**src/hw/rtl/hhr_pkg.sv**
```systemverilog
// ----------------------------------------------------------------------------
// Havel-Hakimi realizer package
// Shared widths, item types and the job handed from loader to engine.
// ----------------------------------------------------------------------------
`default_nettype none

package hhr_pkg;

  localparam int MaxVert  = 8;
  localparam int DegW     = 8;
  localparam int VIdxW    = $clog2(MaxVert);
  localparam int CntW     = $clog2(MaxVert + 1);
  localparam int EdgeCap  = (MaxVert * (MaxVert - 1)) / 2;
  localparam int EdgeCntW = $clog2(EdgeCap + 1);
  localparam int EdgeAW   = $clog2(EdgeCap);

  localparam logic KindEdge    = 1'b0;
  localparam logic KindVerdict = 1'b1;

  typedef struct packed {
    logic signed [7:0] degree;
    logic              last;
  } in_item_t;

  typedef struct packed {
    logic       kind;
    logic [2:0] from_vertex;
    logic [2:0] to_vertex;
    logic       is_graphic;
    logic       final_item;
  } out_item_t;

  typedef struct packed {
    logic [MaxVert-1:0][DegW-1:0] degs;
    logic [CntW-1:0]              n;
    logic                         fail;
  } job_t;

endpackage

`default_nettype wire

```
**src/hw/rtl/hhr_front.sv**
```systemverilog
// ----------------------------------------------------------------------------
// Havel-Hakimi realizer front end
// Loads degrees, tracks parity and overflow, and queues one finished job.
// ----------------------------------------------------------------------------
`default_nettype none

module hhr_front import hhr_pkg::*; (
  input  wire logic     clk_i,
  input  wire logic     rst_ni,
  input  wire logic     push,
  output logic          full,
  input  wire in_item_t data_i,
  output logic          job_valid_o,
  output job_t          job_o,
  input  wire logic     job_pop_i
);

  logic [MaxVert-1:0][DegW-1:0] degs_q;
  logic [CntW-1:0]              cnt_q;
  logic                         par_q;
  logic                         many_q;
  job_t                         job_q;
  logic                         job_valid_q;

  logic                         accept;
  logic                         room;
  logic [MaxVert-1:0][DegW-1:0] degs_d;
  logic                         par_d;
  logic                         many_d;
  logic [CntW-1:0]              cnt_d;

  assign full        = job_valid_q;
  assign accept      = push && !job_valid_q;
  assign room        = (cnt_q < CntW'(MaxVert));
  assign job_valid_o = job_valid_q;
  assign job_o       = job_q;

  always_comb begin
    degs_d = degs_q;
    par_d  = par_q;
    many_d = many_q;
    cnt_d  = cnt_q;
    if (room) begin
      degs_d[cnt_q[VIdxW-1:0]] = data_i.degree;
      par_d                    = par_q ^ data_i.degree[0];
      cnt_d                    = cnt_q + CntW'(1);
    end else begin
      many_d = 1'b1;
    end
  end

  always_ff @(posedge clk_i or negedge rst_ni) begin
    if (!rst_ni) begin
      cnt_q       <= '0;
      par_q       <= 1'b0;
      many_q      <= 1'b0;
      job_valid_q <= 1'b0;
    end else begin
      if (job_pop_i) job_valid_q <= 1'b0;
      if (accept) begin
        if (data_i.last) begin
          job_valid_q <= 1'b1;
          cnt_q       <= '0;
          par_q       <= 1'b0;
          many_q      <= 1'b0;
        end else begin
          cnt_q  <= cnt_d;
          par_q  <= par_d;
          many_q <= many_d;
        end
      end
    end
  end

  always_ff @(posedge clk_i) begin
    degs_q <= accept ? degs_d : degs_q;
    if (accept && data_i.last) begin
      job_q.degs <= degs_d;
      job_q.n    <= cnt_d;
      job_q.fail <= many_d | par_d;
    end
  end

endmodule

`default_nettype wire

```
**src/hw/rtl/hhr_back.sv**
```systemverilog
// ----------------------------------------------------------------------------
// Havel-Hakimi realizer engine
// Sorts, runs the rounds, buffers edges and drives the result register.
// ----------------------------------------------------------------------------
`default_nettype none

module hhr_back import hhr_pkg::*; (
  input  wire logic  clk_i,
  input  wire logic  rst_ni,
  input  wire logic  job_valid_i,
  input  wire job_t  job_i,
  output logic       job_pop_o,
  output logic       empty,
  input  wire logic  pop,
  output out_item_t  data_o
);

  typedef enum logic [6:0] {
    ST_IDLE    = 7'b0000001,
    ST_SORT    = 7'b0000010,
    ST_CHECK   = 7'b0000100,
    ST_ROUND   = 7'b0001000,
    ST_EMIT_RD = 7'b0010000,
    ST_EMIT_WR = 7'b0100000,
    ST_VERDICT = 7'b1000000
  } state_e;

  state_e                    state_q;
  logic signed [DegW-1:0]    deg_q [MaxVert];
  logic signed [DegW-1:0]    deg_d [MaxVert];
  logic [VIdxW-1:0]          lab_q [MaxVert];
  logic [VIdxW-1:0]          lab_d [MaxVert];
  logic [CntW-1:0]           n_q;
  logic [VIdxW-1:0]          phase_q;
  logic [CntW-1:0]           idx_q;
  logic                      first_q;
  logic                      ok_q;
  logic [EdgeCntW-1:0]       ecnt_q;
  logic [EdgeCntW-1:0]       ptr_q;
  logic [2*VIdxW-1:0]        mem [EdgeCap];
  logic [2*VIdxW-1:0]        rd_q;
  out_item_t                 out_q;
  logic                      out_valid_q;

  logic                      out_free;
  logic                      load_edge;
  logic                      load_verdict;
  logic signed [DegW-1:0]    deg_top;
  logic signed [DegW-1:0]    deg_tail;
  logic signed [DegW-1:0]    n_max;
  logic signed [DegW-1:0]    idx_s;
  logic                      step_go;
  logic                      edge_room;
  logic                      all_zero;
  logic [CntW-1:0]           n_m1;

  assign out_free     = !out_valid_q || pop;
  assign load_edge    = (state_q == ST_EMIT_WR) && out_free;
  assign load_verdict = (state_q == ST_VERDICT) && out_free;
  assign job_pop_o    = (state_q == ST_IDLE) && job_valid_i;
  assign empty        = !out_valid_q;
  assign data_o       = out_q;

  assign n_m1      = n_q - CntW'(1);
  assign deg_top   = deg_q[0];
  assign deg_tail  = deg_q[n_m1[VIdxW-1:0]];
  assign n_max     = DegW'(n_m1);
  assign idx_s     = DegW'(idx_q);
  assign step_go   = (idx_s <= deg_top) && (idx_q < n_q);
  assign edge_room = (ecnt_q < EdgeCntW'(EdgeCap));

  always_comb begin
    all_zero = 1'b1;
    for (int k = 0; k < MaxVert; k++) begin
      if ((CntW'(k) < n_q) && (deg_q[k] != '0)) all_zero = 1'b0;
    end
  end

  // odd-even transposition pass
  always_comb begin
    for (int k = 0; k < MaxVert; k++) begin
      deg_d[k] = deg_q[k];
      lab_d[k] = lab_q[k];
    end
    for (int j = 0; j < MaxVert - 1; j++) begin
      if ((j % 2 == int'(phase_q[0])) && (CntW'(j + 1) < n_q)) begin
        if ((deg_q[j+1] > deg_q[j]) ||
            ((deg_q[j+1] == deg_q[j]) && (lab_q[j+1] < lab_q[j]))) begin
          deg_d[j]   = deg_q[j+1];
          deg_d[j+1] = deg_q[j];
          lab_d[j]   = lab_q[j+1];
          lab_d[j+1] = lab_q[j];
        end
      end
    end
  end

  always_ff @(posedge clk_i or negedge rst_ni) begin
    if (!rst_ni) begin
      state_q     <= ST_IDLE;
      out_valid_q <= 1'b0;
      ecnt_q      <= '0;
      ptr_q       <= '0;
      phase_q     <= '0;
      idx_q       <= '0;
      first_q     <= 1'b0;
      ok_q        <= 1'b0;
    end else begin
      if (load_edge || load_verdict) out_valid_q <= 1'b1;
      else if (pop)                  out_valid_q <= 1'b0;
      unique case (state_q)
        ST_IDLE: begin
          if (job_valid_i) begin
            ecnt_q  <= '0;
            ptr_q   <= '0;
            phase_q <= '0;
            first_q <= 1'b1;
            ok_q    <= 1'b0;
            state_q <= job_i.fail ? ST_VERDICT : ST_SORT;
          end
        end
        ST_SORT: begin
          phase_q <= phase_q + VIdxW'(1);
          if (phase_q == VIdxW'(MaxVert - 1)) state_q <= ST_CHECK;
        end
        ST_CHECK: begin
          idx_q   <= CntW'(1);
          first_q <= 1'b0;
          if (first_q) begin
            if ((deg_top > n_max) || (deg_tail < 0)) state_q <= ST_VERDICT;
            else                                     state_q <= ST_ROUND;
          end else if ((deg_top == '0) || (deg_tail < 0)) begin
            ok_q    <= all_zero;
            state_q <= !all_zero ? ST_VERDICT :
                       (ecnt_q == '0) ? ST_VERDICT : ST_EMIT_RD;
          end else begin
            state_q <= ST_ROUND;
          end
        end
        ST_ROUND: begin
          if (step_go) begin
            idx_q <= idx_q + CntW'(1);
            if (edge_room) ecnt_q <= ecnt_q + EdgeCntW'(1);
          end else begin
            phase_q <= '0;
            state_q <= ST_SORT;
          end
        end
        ST_EMIT_RD: state_q <= ST_EMIT_WR;
        ST_EMIT_WR: begin
          if (out_free) begin
            ptr_q   <= ptr_q + EdgeCntW'(1);
            state_q <= (ptr_q + EdgeCntW'(1) == ecnt_q) ? ST_VERDICT : ST_EMIT_RD;
          end
        end
        ST_VERDICT: begin
          if (out_free) state_q <= ST_IDLE;
        end
        default: state_q <= ST_IDLE;
      endcase
    end
  end

  always_ff @(posedge clk_i) begin
    if (job_pop_o) begin
      for (int k = 0; k < MaxVert; k++) begin
        deg_q[k] <= job_i.degs[k];
        lab_q[k] <= VIdxW'(k);
      end
      n_q <= job_i.n;
    end else if (state_q == ST_SORT) begin
      for (int k = 0; k < MaxVert; k++) begin
        deg_q[k] <= deg_d[k];
        lab_q[k] <= lab_d[k];
      end
    end else if (state_q == ST_ROUND) begin
      if (step_go) begin
        deg_q[idx_q[VIdxW-1:0]] <= deg_q[idx_q[VIdxW-1:0]] - DegW'(1);
        if (edge_room) mem[ecnt_q[EdgeAW-1:0]] <= {lab_q[0], lab_q[idx_q[VIdxW-1:0]]};
      end else begin
        deg_q[0] <= '0;
      end
    end
    if (state_q == ST_EMIT_RD) rd_q <= mem[ptr_q[EdgeAW-1:0]];
    if (load_edge) begin
      out_q.kind        <= KindEdge;
      out_q.from_vertex <= 3'(rd_q[2*VIdxW-1:VIdxW]);
      out_q.to_vertex   <= 3'(rd_q[VIdxW-1:0]);
      out_q.is_graphic  <= 1'b0;
      out_q.final_item  <= 1'b0;
    end else if (load_verdict) begin
      out_q.kind        <= KindVerdict;
      out_q.from_vertex <= '0;
      out_q.to_vertex   <= '0;
      out_q.is_graphic  <= ok_q;
      out_q.final_item  <= 1'b1;
    end
  end

  a_ecnt_cap: assert property (@(posedge clk_i) disable iff (!rst_ni)
    ecnt_q <= EdgeCntW'(EdgeCap))
    else $error("edge count past capacity");

  a_emit_ok: assert property (@(posedge clk_i) disable iff (!rst_ni)
    (state_q == ST_EMIT_RD || state_q == ST_EMIT_WR) |-> ok_q)
    else $error("edges emitted for a failed run");

  a_verdict_final: assert property (@(posedge clk_i) disable iff (!rst_ni)
    load_verdict |=> (out_valid_q && out_q.final_item && out_q.kind == KindVerdict))
    else $error("verdict not marked final");

  a_job_idle: assert property (@(posedge clk_i) disable iff (!rst_ni)
    job_pop_o |=> (state_q != ST_IDLE))
    else $error("job taken without starting");

endmodule

`default_nettype wire

```
**src/hw/rtl/degree_sequence_graph_realizer.sv**
```systemverilog
// ----------------------------------------------------------------------------
// Degree sequence graph realizer
// Havel-Hakimi realization of a loaded degree sequence, edges then verdict.
// ----------------------------------------------------------------------------
//  channel   handshake          payload
//  input     push / full        data_i  (degree, last)
//  result    empty / pop        data_o  (kind, from/to vertex, is_graphic, final)
//
//  Loading takes one degree per cycle; the input stalls only while a finished
//  sequence waits for the engine. The engine picks up a sequence, sorts it
//  (8 sort passes) and checks it; each round records one edge per decremented
//  neighbour, clears the top degree, then sorts and checks again. Emitting
//  loads each buffered edge, then the verdict, and waits while pop is low.
//  Reset clears all control state; no clearing pass is needed.
// ----------------------------------------------------------------------------
`default_nettype none

module degree_sequence_graph_realizer import hhr_pkg::*; (
  input  wire logic     clk_i,
  input  wire logic     rst_ni,
  input  wire logic     push,
  output logic          full,
  input  wire in_item_t data_i,
  output logic          empty,
  input  wire logic     pop,
  output out_item_t     data_o
);

  logic job_valid;
  job_t job;
  logic job_pop;

  hhr_front u_front (
    .clk_i       (clk_i),
    .rst_ni      (rst_ni),
    .push        (push),
    .full        (full),
    .data_i      (data_i),
    .job_valid_o (job_valid),
    .job_o       (job),
    .job_pop_i   (job_pop)
  );

  hhr_back u_back (
    .clk_i       (clk_i),
    .rst_ni      (rst_ni),
    .job_valid_i (job_valid),
    .job_i       (job),
    .job_pop_o   (job_pop),
    .empty       (empty),
    .pop         (pop),
    .data_o      (data_o)
  );

endmodule

`default_nettype wire

```
**config.mk**
```make
export PLATFORM = sky130hd
export DESIGN_NAME = degree_sequence_graph_realizer
export DESIGN_NICKNAME = d
export VERILOG_FILES = /design/src/hw/rtl/hhr_pkg.sv /design/src/hw/rtl/hhr_front.sv /design/src/hw/rtl/hhr_back.sv /design/src/hw/rtl/degree_sequence_graph_realizer.sv
export SDC_FILE = /design/constraint.sdc
export NUM_CORES = 1
export LEC_CHECK = 0
export ABC_AREA = 1
export BUFFER_PORTS_ARGS = -buffer_cell sky130_fd_sc_hd__buf_2
export CAP_MARGIN = 10
export CORE_MARGIN = 8
export CORE_UTILIZATION = 40
export CTS_BUF_LIST = sky130_fd_sc_hd__clkbuf_8
export DETAILED_ROUTE_END_ITERATION = 12
export MAX_ROUTING_LAYER = met4
export SYNTH_ARGS = -nofsm -noshare
export SYNTH_HDL_FRONTEND = slang
export SYNTH_HIERARCHICAL = 1
export SYNTH_SLANG_ARGS = --single-unit
```
**constraint.sdc**
```tcl
create_clock -name clk_i -period 6.13 [get_ports clk_i]
set_input_delay 0.9195 -clock clk_i [delete_from_list [all_inputs] [get_ports clk_i]]
set_output_delay 0.9195 -clock clk_i [all_outputs]
set_load 0.01 [all_outputs]
```
# After elaboration in Yosys (flattened, before gate mapping)
# Memories as Yosys holds them, arrays and structs flattened. A register that Yosys moved wholly into a read port is not among the register bits.
# Cells that the tools add are included.
op_classes:
  n_eq_ne: 25
  n_mux: 124
  bitwise_logic: 20
  n_reduce_logical: 67
  addsub: 7
  n_lt_le_gt_ge: 30
op_table:
  columns: ["operator", "n"]
  rows:
  - ["$mux W16", 14]
  - ["$mux W8", 13]
  - ["$mux W6", 14]
  - ["$mux W7", 12]
  - ["$bwmux W64", 1]
  - ["$mux W64", 1]
  - ["$reduce_bool A8 Y1", 8]
  - ["$eq A8 B8 Y1", 7]
  - ["$gt A8 B8 Y1", 7]
  - ["$pmux W7 S7", 1]
  - ["$mux W1", 43]
  - ["$mux W3", 11]
  - ["$logic_and A1 B1 Y1", 29]
  - ["$demux W8 S3", 1]
  - ["$lt A3 B3 Y1", 7]
  - ["$mux W5", 4]
  - ["$pmux W5 S2", 2]
  - ["$or A1 B1 Y1", 18]
  - ["$lt A3 B4 Y1 const A", 4]
  - ["$mux W4", 3]
  - ["$ne A2 B1 Y1 const B", 6]
  - ["$reduce_bool A2 Y1", 6]
  - ["$logic_or A1 B1 Y1", 11]
  - ["$add A5 B1 Y5 const B", 2]
  - ["38 further kinds", 48]
totals:
  ramBits: 256
  input_bits: 13
  n_memories: 3
  output_inout_bits: 11
  ff_bits: 179
  wordCells: 311
memory_table:
  columns: ["memory", "depth", "width", "read_ports", "rd_clocked_by_memory_dff", "write_ports", "line_no", "rtl"]
  rows:
  - ["u_back.mem", 28, 6, 1, 1, 1, "hhr_back.sv:40", "logic [2*VIdxW-1:0] mem [EdgeCap];"]
  - ["u_back.deg_q", 8, 8, 10, 0, 8, "hhr_back.sv:29", "logic signed [DegW-1:0] deg_q [MaxVert];"]
  - ["u_back.lab_q", 8, 3, 9, 0, 8, "hhr_back.sv:31", "logic [VIdxW-1:0] lab_q [MaxVert];"]

# Longest topological paths before layout
# An unclocked memory read counts as a cell.
depth:
  depth_word: 19
  mapped_depth: 19
  mapped_depth_nobuf: 18

# Hierarchy
# Netlist, hierarchy kept.
by_module_without_submodules:
  columns: ["module", "area_per_inst_um2", "cells_each", "seq_area_each_um2", "n_inst"]
  rows:
  - ["hhr_back", 18646.6, 2279, 8884.8, 1]
  - ["hhr_front", 5106.1, 350, 4169.0, 1]

# Worst setup path before layout
# OpenSTA, ideal clock, no wires.
synth_timing:
  path_kind: "in2reg"
  start: "in push"
  end: "reg u_front.job_q (netlist bit u_front/job_o[0]) (enable)"
  cell_stages: 4
  path_slack_ns: 0.224
  setup_time_ns: 0.423
  required_time_ns: 5.707
  path_buffers: 0
  arrival_ns: 5.483
  cell_sequence: "inv_1 -> nor2_1 -> nand2_1 -> inv_1"
synth_between:
  elab_chain_cells: 2
synth_rtl:
  columns: ["element", "line_no", "rtl"]
  rows:
  - ["from (decl)", "degree_sequence_graph_realizer.sv:21", "input wire logic push,"]
  - ["$logic_and A1 B1 Y1", "hhr_front.sv:33", "assign accept = push && !job_valid_q;"]
  - ["via u_front.accept", "hhr_front.sv:25", "logic accept;"]
  - ["$logic_and A1 B1 Y1", "hhr_front.sv:77", "if (accept && data_i.last) begin"]
  - ["to (decl)", "hhr_front.sv:22", "job_t job_q;"]
# The timed path passes the listed nets, and every way through them passes these cells.
# A chain may end at the register's enable or synchronous reset.

==> metrics.md <==
| Metric | Value |
|---|---|
| Port Buffers | `23` |
| Grt met3 use | `0.0346` |
| Initial Util | `0.403` |
| CP bufs+invs | `2` |
| Final ANT Viol Nets | `0` |
| Clk pwr share | `0.208` |
| Family with the most delay on the worst path | `simple AND/OR/NAND/NOR gates` |
| Max-capacitance violation count | `0` |
| CP Capture Type | `register` |
| Status | `finished, final reports clean` |
| Critical Path RT | `6540 ps` |
| Mapped cell area | `23800 µm²` |
| Setup violators final | `0` |
| Tmin final | `3970 ps` |
| First-pass GRT wire length | `109000 µm` |
| # nets final | `2747` |
| Final Hold Violating Endpoints | `0` |
| Filler cells | `5716` |
| Final Cycle Share | `0.648` |
| Clock skew | `53.8 ps` |
| Synth cell count leaders | `701 x nand2_1, 405 x edfxtp_1, 286 x inv_1, 275 x o21ai_0, 214 x nor2_1` |
| Worst path max stage delay | `870 ps` |
| Pint | `0.00732 W` |
| Sequential share of the synthesized area | `0.550` |
| Gate Count Post-Synth | `2629` |
| PwrDens | `507 nW/µm²` |
| WL/cell | `20.6 µm` |
| Die area | `67400 µm²` |
| Vias in the first global route | `18500` |
| Post-synth top area share | `0.512` |
| Net Count, Synth | `2736` |
| Top cells by area, synth | `edfxtp_1 51%, nand2_1 11%, o21ai_0 5.8%` |
| Initial DRC count | `2069` |
| Hold Path Cell Cnt | `0` |
| DRC | `0` |
| Cells after DPL | `3331` |
| Hold_buf cts | `0` |
| Post-synth top flop | `edfxtp_1` |
| R2r startpoint | `u_back/deg_q[5][0]` |
| Deepest clock path buffer count | `3` |
| Net Switching | `0.00590 W` |
| Hpwl dp | `49800 µm` |
| Worst min path class | `register to register` |
| Most Crowded Layer GR | `met2` |
| Reg2Reg Setup Slack | `2160 ps` |
| Chip width | `260 µm` |
| Skew-Pair Late Insertion Delay | `660 ps` |
| Pre-Repair DR Iteration Count | `7` |
| Worst setup SP type | `register` |
| Slew Viols, Final | `0` |
| Ports | `24` |
| Unique masters post-synth | `54` |
| Resize count post-CTS | `0` |
| Worst-path cell chain | `inv_1 > ha_1 > nand3_1 > nor3_1 > a21oi_1 > nand2_1 > inv_1 > nand2_1 > nand3_1 > a21oi_1` |
| Leading area contributor after synthesis | `edfxtp_1` |
| Gr ovfl total | `0` |
| Setup TNS | `0 ps` |
| Hold EP | `u_back/n_q[0]` |
| Slowest cell on crit path | `nand2_1` |
| Count leader, synth | `nand2_1` |
| Net Sw Frac | `0.446` |
| DR vias/cell | `5.49` |
| Via count | `19100` |
| CTS sink cnt | `441` |
| CTS tree | `done` |
| Max_slew headroom | `0.198` |
| Hold_sp | `u_front/job_o[1]` |
| Lkg Pwr | `11.1 nW` |
| Asr flop ratio synth | `0.0771` |
| R2R Path End | `u_back/deg_q[4][5]` |
| Worst IR Drop VDD | `0.255 mV` |
| Largest net degree at the start of global routing | `89` |
| Max H-tree Level | `3` |
| Sequential power share | `0.377` |
| #FFs+latches synth | `441` |
| RSZ-0062 raised after global routing | `no` |
| Clock slew at reported path FFs | `60 ps` |
| Total core area | `58900 µm²` |
| Post-CTS setup buffers | `0` |
| Die Ht | `260 µm` |
| Initial antenna violation count | `2` |
| M2 GR Usage | `0.321` |
| Final wirelength | `71600 µm` |
| Post-synth EDFFs | `405` |
| Critical path class | `register to register` |
| Highest Clock Rate | `252 MHz` |
| CTS Root Cell | `clkbuf_8` |
| Yosys warnings | `6` |
| Final Non-Filler Cells | `3481` |
| Largest fanout on the critical path | `27` |
| Final GP Congestion | `0.981` |
| Row cnt | `89` |
| Area grow syn2layout | `9.79%` |
| Layout cells sized above 1 | `0.0743` |
| Worst Path Arrival | `4390 ps` |
| Synthesized area per cell | `9.03 µm²` |
| Global Route Usage Sum | `0.215` |
| Comb pwr share | `0.415` |
| R2R depth | `10` |
| CTS buffer count | `79` |
| Slew @ Worst Pin | `1200 ps` |
| Met1 track demand over resource | `0.299` |
-- state kept, by name (all words and copies together), names as in the netlist, 3 cells and up --
register,flops
u_back/n_q,4
u_back/ptr_q,5
u_front/job_o,69
u_back/rd_q,6
u_back/data_o,8
u_back/phase_q,3
u_back/idx_q,4
u_back/lab_q,24
u_back/state_q,7
u_back/deg_q,64
u_back/mem,168
u_back/ecnt_q,5
u_front/degs_q,64
u_front/cnt_q,4
-- worst register-to-register path, cell delays in order, from the launching register on --
cell,delay [ps]
edfxtp_1,530
inv_1,180
ha_1,330
nand3_1,90
nor3_1,80
a21oi_1,770
nand2_1,870
inv_1,510
nand2_1,180
nand3_1,120
a21oi_1,70
-- worst max path at each step --
stage,from,end,slack (ps),cells after the start
floorplan,push,u_front/job_o[0],220,4
global placement,u_back/deg_q[5][0],u_back/deg_q[4][5],2380,10
detailed placement,u_back/idx_q[0],u_back/mem[17][1],2340,9
CTS,u_back/idx_q[0],u_back/mem[17][0],2300,9
global route,u_back/idx_q[0],u_back/mem[17][4],1930,9
finish,u_back/deg_q[5][0],u_back/deg_q[4][5],2160,10
-- per-stage QoR --
| step | setup slack (ps) | hold WS [ps] | power, W | cell area [µm²] | util |
|---|---|---|---|---|---|
| 2_1_floorplan | 224 | 400 | 0.00841 | 23800 | - |
| 3_3_place_gp | 2380 | 407 | 0.0103 | 24500 | 0.415 |
| 3_5_place_dp | 2340 | 424 | 0.0104 | 24500 | 0.415 |
| 4_1_cts | 2300 | 438 | 0.0132 | 26100 | 0.442 |
| 5_1_grt | 1930 | 439 | 0.0140 | 26100 | 0.443 |
| 6_report | 2160 | 433 | 0.0132 | 26100 | 0.443 |
-- layout make-up --
cell class	count	area [µm²]	share of cell area
multi-input combinational	1783	9100	0.349
timing repair buffer	37	233	0.00892
sequential	441	13100	0.501
tap	773	967	0.0371
clock inverter	55	339	0.0130
inverter	298	1120	0.0431
antenna	3	7.51	0.000288
clock buffer	91	1250	0.0480
-- cell usage in the layout (no fill, tap or decap), types with 38 or more instances in the layout --
master | synthesis | final
nor2_1 | 214 | 213
nor3_1 | 42 | 42
clkbuf_8 | 0 | 91
inv_1 | 286 | 307
ha_1 | 94 | 94
nand2_1 | 701 | 701
nand3_1 | 175 | 174
edfxtp_1 | 405 | 405
o21ai_0 | 275 | 275
a21oi_1 | 67 | 67
o211ai_1 | 38 | 38
-- cell families after synthesis --
| kind of cell | Yosys count | synth area share |
|---|---|---|
| xor gates and xnor gates | 11 | 0.00516 |
| DFF | 441 | 0.550 |
| buffers and inverters | 405 | 0.0704 |
| adders and majority gates | 94 | 0.0495 |
| AOI/OAI and AO/OA | 476 | 0.112 |
| muxes | 6 | 0.00253 |
| and+or+nand+nor | 1196 | 0.211 |
-- metal layers --
metal | routed length [µm] | vias up
li1 | - | 9013
met1 | 31900 | 9112
met2 | 31900 | 867
met3 | 6070 | 126
met4 | 1680 | 0
met5 | 0 | -
-- power groups by stage --
stage	Clock (W)	Combinational, W	Sequential (W)
2_1_floorplan	0	0.00366	0.00475
5_1_grt	0.00295	0.00608	0.00501
3_5_place_dp	0	0.00536	0.00500
3_3_place_gp	0	0.00529	0.00499
4_1_cts	0.00283	0.00538	0.00495
6_report	0.00275	0.00549	0.00497
Power figures use the tool's default switching activity.
